==> config.mk <==
export PLATFORM = sky130hd
export DESIGN_NAME = lbt_merge
export DESIGN_NICKNAME = d
export VERILOG_FILES = /design/src/design/lbt_pkg.sv /design/src/design/lbt_merge.sv
export SDC_FILE = /design/constraint.sdc
export NUM_CORES = 1
export LEC_CHECK = 0
export ABC_AREA = 1
export BUFFER_PORTS_ARGS = -buffer_cell sky130_fd_sc_hd__buf_2
export CAP_MARGIN = 10
export CELL_PAD_IN_SITES_DETAIL_PLACEMENT = 0
export CELL_PAD_IN_SITES_GLOBAL_PLACEMENT = 1
export CORE_ASPECT_RATIO = 0.75
export CORE_MARGIN = 2
export CORE_UTILIZATION = 29
export CTS_CLUSTER_DIAMETER = 150
export DETAILED_ROUTE_END_ITERATION = 12
export PLACE_DENSITY = 0.82
export SLEW_MARGIN = 20
export SYNTH_ARGS = -nofsm -noshare
export SYNTH_HDL_FRONTEND = slang
export SYNTH_SLANG_ARGS = --single-unit
==> constraint.sdc <==
create_clock -name clock -period 2.8 [get_ports clock]
set_input_delay 0.56 -clock clock [delete_from_list [all_inputs] [get_ports clock]]
set_output_delay 0.56 -clock clock [all_outputs]
set_load 0.02 [all_outputs]
==> src/design/lbt_pkg.sv <==
// shared types and constants of the lorentz boost transform unit
package lbt_pkg;

   localparam int VEL_W = 21;
   localparam int DATA_W = 32;

   typedef enum logic [1:0] {
      REG_VEL_X = 2'd0,
      REG_VEL_Y = 2'd1,
      REG_VEL_Z = 2'd2
   } reg_index_type;

   // matrix indexed [row][col], entries two's complement
   typedef logic [3:0][3:0][DATA_W-1:0] matrix_type;
   typedef logic [3:0][DATA_W-1:0] vec_type;

   typedef struct packed {
      logic [DATA_W-1:0] value;
      logic              sat;
   } lane_result_type;

   typedef struct packed {
      logic [DATA_W-1:0] out_t;
      logic [DATA_W-1:0] out_x;
      logic [DATA_W-1:0] out_y;
      logic [DATA_W-1:0] out_z;
      logic              saturated;
   } rsp_word_type;

   // upper triangle of the spatial block, (row, col) in velocity indexes
   localparam int NUM_SPATIAL = 6;
   localparam logic [1:0] ENTRY_ROW [NUM_SPATIAL] = '{2'd0, 2'd0, 2'd0, 2'd1, 2'd1, 2'd2};
   localparam logic [1:0] ENTRY_COL [NUM_SPATIAL] = '{2'd0, 2'd1, 2'd2, 2'd1, 2'd2, 2'd2};

endpackage

==> src/design/lbt_merge.sv <==
// merges lane results into the response register and derives the pipeline advance
module lbt_merge (
   input  logic                          clock,
   input  logic                          reset,
   input  logic                          in_valid,
   input  lbt_pkg::lane_result_type [3:0] lanes,
   input  logic                          out_ready,
   output logic                          en,
   output logic                          out_valid,
   output lbt_pkg::rsp_word_type         out_word
);

   logic                  valid_ff;
   lbt_pkg::rsp_word_type word_ff, word_in;

   assign en = !valid_ff || out_ready;

   always_comb begin
      word_in.out_t     = lanes[0].value;
      word_in.out_x     = lanes[1].value;
      word_in.out_y     = lanes[2].value;
      word_in.out_z     = lanes[3].value;
      word_in.saturated = lanes[0].sat | lanes[1].sat | lanes[2].sat | lanes[3].sat;
   end

   always_ff @(posedge clock) begin
      if (reset) begin
         valid_ff <= 1'b0;
      end else if (en) begin
         valid_ff <= in_valid;
      end
   end

   always_ff @(posedge clock) begin
      if (en) begin
         word_ff <= word_in;
      end
   end

   assign out_valid = valid_ff;
   assign out_word  = word_ff;

endmodule

* After elaboration in Yosys (flattened, before gate mapping) *
Index checks and enable logic that the tools add are counted.

storage, ports and cells
  register bits after elaboration = 130
  input bits = 136
  output and inout bits = 131
  word-level logic and storage cells = 11

cells by class
  bitwise gates (word level) = 3
  reduce and logical (&&, ||, !) cells = 2

operators by type and width
  cell              number
  1-bit bitwise OR  3
  1-bit zero test   1
  1-bit logical OR  1

* Longest topological paths before layout *
Gate-level depths: netlist of run 1.

  depth after elaboration = 3
  depth in mapped cells = 3
  depth with buffers taken out = 3

* Least setup slack after synthesis of run 1 *
Ideal clock, no wire load.

  kind = in2out
  start = input out_ready
  end = output en
  data arrival time = 2.214 ns
  required time = 2.240 ns
  setup slack = 0.026 ns
  stages = 2
  cells stage by stage = inv_1 > nand2_2

between the ends
  cells in the longest elaborated chain, start to end = 1

ends and longest elaborated chain
  what              line             RTL
  start, declared   lbt_merge.sv:7   input logic out_ready,
  1-bit logical OR  lbt_merge.sv:16  assign en = !valid_ff || out_ready;
  end, declared     lbt_merge.sv:8   output logic en,

No other way between the ends.

* Final worst setup path of run 1 *
  start = register valid_ff (netlist: out_valid)
  end = output en

between the ends
  cells in the longest elaborated chain, start to end = 2

ends and longest elaborated chain
  what                    line             RTL
  start, declared         lbt_merge.sv:13  logic valid_ff;
  start signal, assigned  lbt_merge.sv:30  valid_ff <= in_valid;
  1-bit zero test         lbt_merge.sv:16
  1-bit logical OR        lbt_merge.sv:16

No other way between the ends.

==> results of run 1 <==
-- logic make-up after synthesis --
family | synth area share (%)
compound gates | 0.2230
buf+inv | 0.1912
flops | 99.14
simple gates | 0.4461
-- metal layers --
layer  vias to the layer above  track usage, %
met1                      1133           14.74
met3                         8           7.241
met2                       167           19.34
li1                       1128               -
met4                         0           5.904
met5                         -               0
-- state kept, by name, summed over array words and instances, names as in the netlist --
name,count
out_word,129
out_valid,1
-- worst max-delay path, delay by kind of cell, from the launching register on --
kind | cells | cell delay, ns
buffers and inverters | 1 | 0.24
DFF | 1 | 0.42
and+or+nand+nor | 1 | 0.21
-- synthesized netlist by cell type --
cell type	number	area, um^2
sky130_fd_sc_hd__a21oi_2	1	8.760
sky130_fd_sc_hd__dfxtp_1	1	20.02
sky130_fd_sc_hd__edfxtp_1	129	3874
sky130_fd_sc_hd__inv_1	2	7.510
sky130_fd_sc_hd__nand2_1	1	3.750
sky130_fd_sc_hd__nand2_2	1	6.260
sky130_fd_sc_hd__nor2_1	2	7.510
-- power groups by stage --
stage	registers (mW)	logic, mW	clock network [mW]
global route	2.34	0.460	2.09
floorplan	2.54	0.0264	0
CTS	2.33	0.440	2.01
detailed placement	2.36	0.440	0
global placement	2.36	0.432	0
finish	2.32	0.434	1.95
-- cell type report --
class / instances / area [um^2]
Clock buffer: 19 / 432.9
Clock inverter: 12 / 93.84
Fill cell: 1168 / 7067
Inverter: 2 / 7.507
Multi-Input combinational cell: 5 / 40.04
Sequential cell: 130 / 3894
Tap cell: 171 / 214.0
Timing Repair Buffer: 268 / 1359
-- final timing paths --
path                                           endpoint  slack (ns)  cells past startpoint
worst max-delay path                                 en        0.96                      2
worst min-delay path             out_valid$_SDFFE_PP0P_        0.31                      2
worst max register to register  out_word[127]$_DFFE_PP_        1.40                      2
worst min register to register   out_word[62]$_DFFE_PP_        0.80                      1
-- metrics by stage --
step,power [mW],utilization [%],area [um^2]
global placement,2.792,42.07,5514
CTS,4.775,46.09,6041
floorplan,2.571,-,3928
finish,4.708,46.09,6041
global route,4.883,46.09,6041
detailed placement,2.805,42.07,5514
==> impl.org, run 1 <==
** Outcome
- Result of the run :: complete, no violations

** Clock network
- Htree depth :: 4
- TritonCTS built the clock tree.
- The later pin in the worst-skew pair is clocked with a latency of 0.40 ns.
- CTS clock-pin slew for the worst setup and hold paths :: 0.05 ns
- The number of clock buffers added by TritonCTS is 17.
- The clock passes through at most 2 buffers.
- Clock tree root buffer cell :: sky130_fd_sc_hd__clkbuf_16
- Buffers inserted to repair hold after CTS numbered 0.
- Number of cells upsized or downsized after cts :: 0
- Buffers added to address setup during post-CTS repair amount to 0.
- Number of sinks handled by clock tree synthesis :: 130

** GRT
- Entering global routing, the biggest net connects 65 pins.
- Across every metal layer, demand over resource in global routing totals 12.77%.
- Vias in the first global route :: 2529
- Global-route wire length before repair :: 13680 um
- After global routing the overflow that remains totals 0.
- Number of antenna violations at the first check in global routing :: 0

** Placed design
- Number of cells after detailed placement :: 576
- Port Buf Inserts :: 266
- Detailed placement ended at an HPWL of 7005 um.
- Routability Congestion :: 0.7883
- Worst Setup Slack post-DPL :: 0.9796 ns

** Drt
- Post-detailed-route via-to-cell ratio :: 4.013
- In this run the remaining antenna-violating nets after routing total 0.
- For this block, the initial DRC count from the detailed router was 99.
- Summed over all nets, wire length on met2 after detailed routing comes to 4343 um.
- Remaining DRCs :: 0
- Before antenna repair, the detailed router went through 4 iterations.
- In the final routing, the length of wire on met1 measures 3799 um.
- In the final routed layout, each cell accounts on average for 15.32 um.
- Routed wire length on met3 :: 1060 um
- The final route contains between 2000 and 2500 vias.
- In this run the top signal layer used is met4.
- Final wirelength :: 9299 um

** Critical path
- Element type at the critical path end :: output pin
- Maximum cell stage delay along the critical path :: 0.42 ns
- STA puts the critical path data required time at 2.24 ns.
- Critical R2R Launch :: out_valid$_SDFFE_PP0P_
- Critical path startpoint :: out_valid$_SDFFE_PP0P_
- In this run the worst path has a maximum fanout of 38.
- Data arrives at the worst endpoint at approximately 1.3 ns.
- Critical Setup Path Class :: reg -> out
- Library cell contributing the largest single delay on the critical path :: sky130_fd_sc_hd__dfxtp_1
- CP Cell Sequence :: nand2_8 -> buf_2
- STA classifies the critical path startpoint as a flop.

** STA
- Count of final setup violators :: 0
- Sum of negative setup slack :: 0 ns
- The clock arrives with 0.006033 ns of skew.
- The hold violation count in the final report was 0.
- Setup repair after global routing missed its margin :: no
- The final number of max-transition violations came to 0.
- Timing would allow up to 0.5432 GHz.
- After layout, the worst path uses between 60% and 70% of the clock period.
- For the finished layout, the period the worst path requires is 1.841 ns.
- Post-route setup slack :: 0.9589 ns
- Worst slew margin :: between 70% and 80%
- On the final layout, the worst hold slack is 0.3137 ns.
- For the pin with the worst max-slew slack, the measured transition is roughly 0.38 ns.

** Yosys
- Yosys warning count :: 0
- After synthesis the netlist holds a flip-flop and latch count of 130.
- Synthesized area divided by synthesized cell count :: 28.67 um^2
- Synthesis handed over a netlist of 137 instances.
- Area of the mapped netlist :: about 0.004 mm^2
- When the netlist entered floorplanning its net count stood at 273.
- Distinct cell type count after synthesis :: 7
- Sequential elements use 99.14% of the synthesized area.

** Final layout
- In the layout the commonest cells are sky130_fd_sc_hd__buf_2, sky130_fd_sc_hd__edfxtp_1, sky130_fd_sc_hd__clkbuf_16.
- Once layout is complete, the cells apart from fillers number 607.
- N_diodes :: 0
- Layout Area Growth over Synthesis :: 53.81%
- The library cell used most frequently in the layout, excluding fill and tap cells, is sky130_fd_sc_hd__buf_2.
- In the final design database the tool counted 560 nets.
- Share of layout cells above drive strength 1 :: a little under 70%

** Power and ir drop
- Net switching power of the design :: 1.065 mW
- Net switching is 22.62% of the power.
- Power per standard cell area :: 779.4 mW/mm^2
- Largest vdd supply drop :: roughly 440 uV
- Reg power frac :: 49.4%
- Cell internal power was estimated by the tool at around 3.6 mW.
- Share of total power in combinational logic :: 9.2%
- Of the total power, the clock network draws 41.4%.
- Leak :: 2.679 nW

** Job
- Max-cap violations in this run came to 0.

** Die
- The floorplan has 36 rows.
- DIE WIDTH :: around 140 um
- The core region is 0.01311 mm^2.
- Die Area :: 0.01450 mm^2
- Initial standard-cell utilization of the core :: 29.96%
- Measured along the y axis, the die boundary spans 104.8 um.
- Ports :: 267

** Hold path
- The startpoint identified for the worst hold timing path is reset.
- In this run the worst hold path is classified as in -> reg.
No activity file was read; power rests on OpenSTA's default activity.
==> run 2: changes to the inputs <==
==> constraint.sdc (replaced) <==
create_clock -name clock -period 1.69 [get_ports clock]
set_input_delay 0.338 -clock clock [delete_from_list [all_inputs] [get_ports clock]]
set_output_delay 0.338 -clock clock [all_outputs]
set_load 0.02 [all_outputs]
==> run 2 against run 1 <==
  * Die area is the same
  * Via count grew 0.49%
  * Final cell count is 0.16% higher
  * Highest routed layer is now met5
  * Flip-flop and latch count unchanged
  * Wire length is 2.8% lower
  * Count of clock-buffer cells in the layout fell by 1
  * Sequential power up 66%
  * Non-clock buffer count up 2
  * Global-route usage decreased by 0.17 points
==> impl.org, run 2 (same netlist as run 1, synthesis figures left out) <==
** Power and ir drop
- Share of total power in combinational logic :: 9.1% (about the same)
- Share of power burned in the clock network :: 42.5% (+1.1 points)
- The fraction of power spent switching nets is 22.21% (-0.41 points).
- Power per standard cell area :: 1305 mW/mm^2 (+67%)
- Reg power frac :: 48.4% (-1.0 points)
- The cell-internal power came to 6.182 mW (+70%).
- The worst vdd rail ir drop was 700.8 uV (+60%).
- The cell leakage power is 2.699 nW (+0.76%).
- Net switching power of the design :: 1.765 mW (+66%)

** Clock network
- The H-tree level count was 4 (unchanged).
- The number of buffers created by CTS is 17 (unchanged).
- Number of hold buffers added after cts :: 0 (unchanged)
- The post-CTS resize count was 0 (unchanged).
- The buffer depth of the longest clock path is 2 (unchanged).
- The tree is rooted in a sky130_fd_sc_hd__clkbuf_16.
- CTS clock-pin slew for the worst setup and hold paths :: 0.05 ns (about the same)
- Number of sinks handled by clock tree synthesis :: 130 (unchanged)
- TritonCTS built the clock tree.
- The post-CTS repair timing setup buffer count came to 0 (unchanged).
- The clock latency on the worst-skew pair was 0.41 ns (about the same).

** Placed design
- Port Buf Inserts :: 266 (unchanged)
- Number of cells after detailed placement :: 578 (+0.35%)
- Routability Congestion :: 0.7857 (-0.33%)
- Hpwl dp :: 6870 um (-1.9%)

** Drt
- The detailed-routing iteration count for the pre-antenna-repair pass was 4 (unchanged).
- Number of violations reported at the end of detailed-routing iteration 0 :: 84 (-15%)
- Vias after detailed routing :: 2448 (+0.49%)
- The aggregate routed wire length is 9042 um (-2.8%).
- The remaining number of nets flagged by the antenna check after routing came to 0 (unchanged).
- The number of vias per cell was 4.026 (+0.33%).
- Remaining DRCs :: 0 (unchanged)
- DR WL/cell :: 14.87 um (-2.9%)

** Final layout
- The antenna diode count was 0 (unchanged).
- Leaving out fill and tap cells, the most frequent cell in the layout is sky130_fd_sc_hd__buf_2.
- The multi-input combinational cell area was 40.04 um^2 (unchanged).
- Filler instances :: 1130 (-3.3%)
- Final-stage net count :: 562 (+0.36%)
- Area taken by flip-flops and latches :: 0.003894 mm^2 (unchanged)
- Final core utilization :: 46.46% (+0.37 points)
- Relative to the synthesized area, the layout overhead comes to 55.05%.
- The library cells used most frequently in the layout, excluding fill and tap cells, are sky130_fd_sc_hd__buf_2, sky130_fd_sc_hd__edfxtp_1, sky130_fd_sc_hd__clkbuf_16.
- Share of layout cells above drive strength 1 :: 68.42% (+0.76 points)
- The number of cells in the finished layout apart from fillers was 608 (+0.16%).
- Number of flip-flops under the largest register name :: 129 (unchanged)

** GRT
- Most congested layer reported by global routing :: met2
- Number of antenna violations at the first check in global routing :: 1 (+1)
- The number of global-route vias before repair is 2549 (+0.79%).
- Total Routing Usage GR :: 12.60% (-0.17 points)
- Overflow after GRT :: 0 (unchanged)
- Met2 usage in global routing :: 18.56% (-0.78 points)
- Global-route wire length before repair :: 13340 um (-2.5%)
- The met3 track demand over resource came to 8.203% (+0.96 points).
- Largest net degree at the start of global routing :: 50 (-23%)
- The global-route met1 utilization came to 14.09% (-0.65 points).

** STA
- The final number of max-transition violations came to 0 (unchanged).
- The worst clock skew on the final layout was 0.004190 ns (-0.001843 ns).
- Setup repair after global routing left no endpoint under its margin.
- For the finished layout, the period the worst path requires is 1.581 ns.
- Achievable frequency :: 0.6326 GHz
- Fraction of the cycle the final worst path needs :: slightly above 90%
- The tightest slew margin relative to the limit was 82.05% (+7.2 points).
- Worst Hold Slack :: 0.09136 ns (-0.2223 ns)
- Count of endpoints failing hold in the final timing report :: 0 (unchanged)
- Sum of negative setup slack :: 0 ns (unchanged)
- Count of final setup violators :: 0 (unchanged)
- The worst-margin pin slew came to 0.2692 ns (-0.1076 ns).

** Job
- The number of maximum-capacitance violations is 0 (unchanged).

** Die
- The placeable core region came to 0.01311 mm^2 (unchanged).
- The I/O pin count was 267 (unchanged).
- The effective utilization at floorplan is 29.96% (unchanged).
- The area enclosed by the die boundary was 0.01450 mm^2 (unchanged).
- The die span in x was 138.4 um (unchanged).
- The die outline height came to 104.8 um (unchanged).
- The number of placement rows is 36 (unchanged).

** Critical path
- Data required time at the worst endpoint :: 1.35 ns (-0.89 ns)
- The signal arrival time at the worst endpoint came to 1.24 ns (-0.04 ns).
- STA classifies the critical path endpoint as an output pin.
- Kind of start point of the critical path :: flop
- The maximum net fanout on the critical path came to 26 (-32%).
- Critical Setup Path Class :: reg -> out

** Hold path
- In this run the worst hold path is classified as in -> reg.

** Outcome
- Result of the run :: complete, no violations
## run 2: power groups by stage
stage	Clock [mW]	Combinational, mW	Sequential (mW)
global placement	0	0.725	3.91
CTS	3.47	0.734	3.85
floorplan	0	0.0465	4.21
finish	3.38	0.723	3.85
global route	3.62	0.766	3.87
detailed placement	0	0.734	3.91
## run 2: cell type report
type / instances / share of cell area [%]
Tap cell: 171 / 3.513
Timing Repair Buffer: 270 / 22.77
Multi-Input combinational cell: 5 / 0.6575
Inverter: 2 / 0.1233
Clock inverter: 12 / 1.952
Sequential cell: 130 / 63.94
Clock buffer: 18 / 7.047
## run 2: worst paths after layout
kind	startpoint	to	slack, ns	cells past startpoint
min	reset	out_valid$_SDFFE_PP0P_	0.09	2
max reg2reg	out_valid$_SDFFE_PP0P_	out_word[108]$_DFFE_PP_	0.45	2
min reg2reg	out_valid$_SDFFE_PP0P_	out_valid$_SDFFE_PP0P_	0.70	2
max	out_valid$_SDFFE_PP0P_	en	0.11	2
## run 2: through the flow
| step | total power, mW | instance area [um^2] | worst slack (ns) |
|---|---|---|---|
| 6_report | 7.947 | 6090 | 0.1091 |
| 4_1_cts | 8.054 | 6090 | 0.07115 |
| 3_3_place_gp | 4.632 | 5542 | 0.3524 |
| 2_1_floorplan | 4.256 | 3941 | 0.2474 |
| 3_5_place_dp | 4.647 | 5542 | 0.3268 |
| 5_1_grt | 8.249 | 6090 | 0.03191 |
## run 2: per-layer routing
layer | vias up | part of all wire (%)
li1 | 1130 | -
met1 | 1136 | 40
met2 | 169 | 46
met3 | 11 | 13
met4 | 2 | 1.5
met5 | - | 0.15
## run 2: critical path, stage by stage, from the launching register on
cell and delay, ns:
sky130_fd_sc_hd__dfxtp_1 0.43, sky130_fd_sc_hd__nand2_8 0.19, sky130_fd_sc_hd__buf_2 0.22
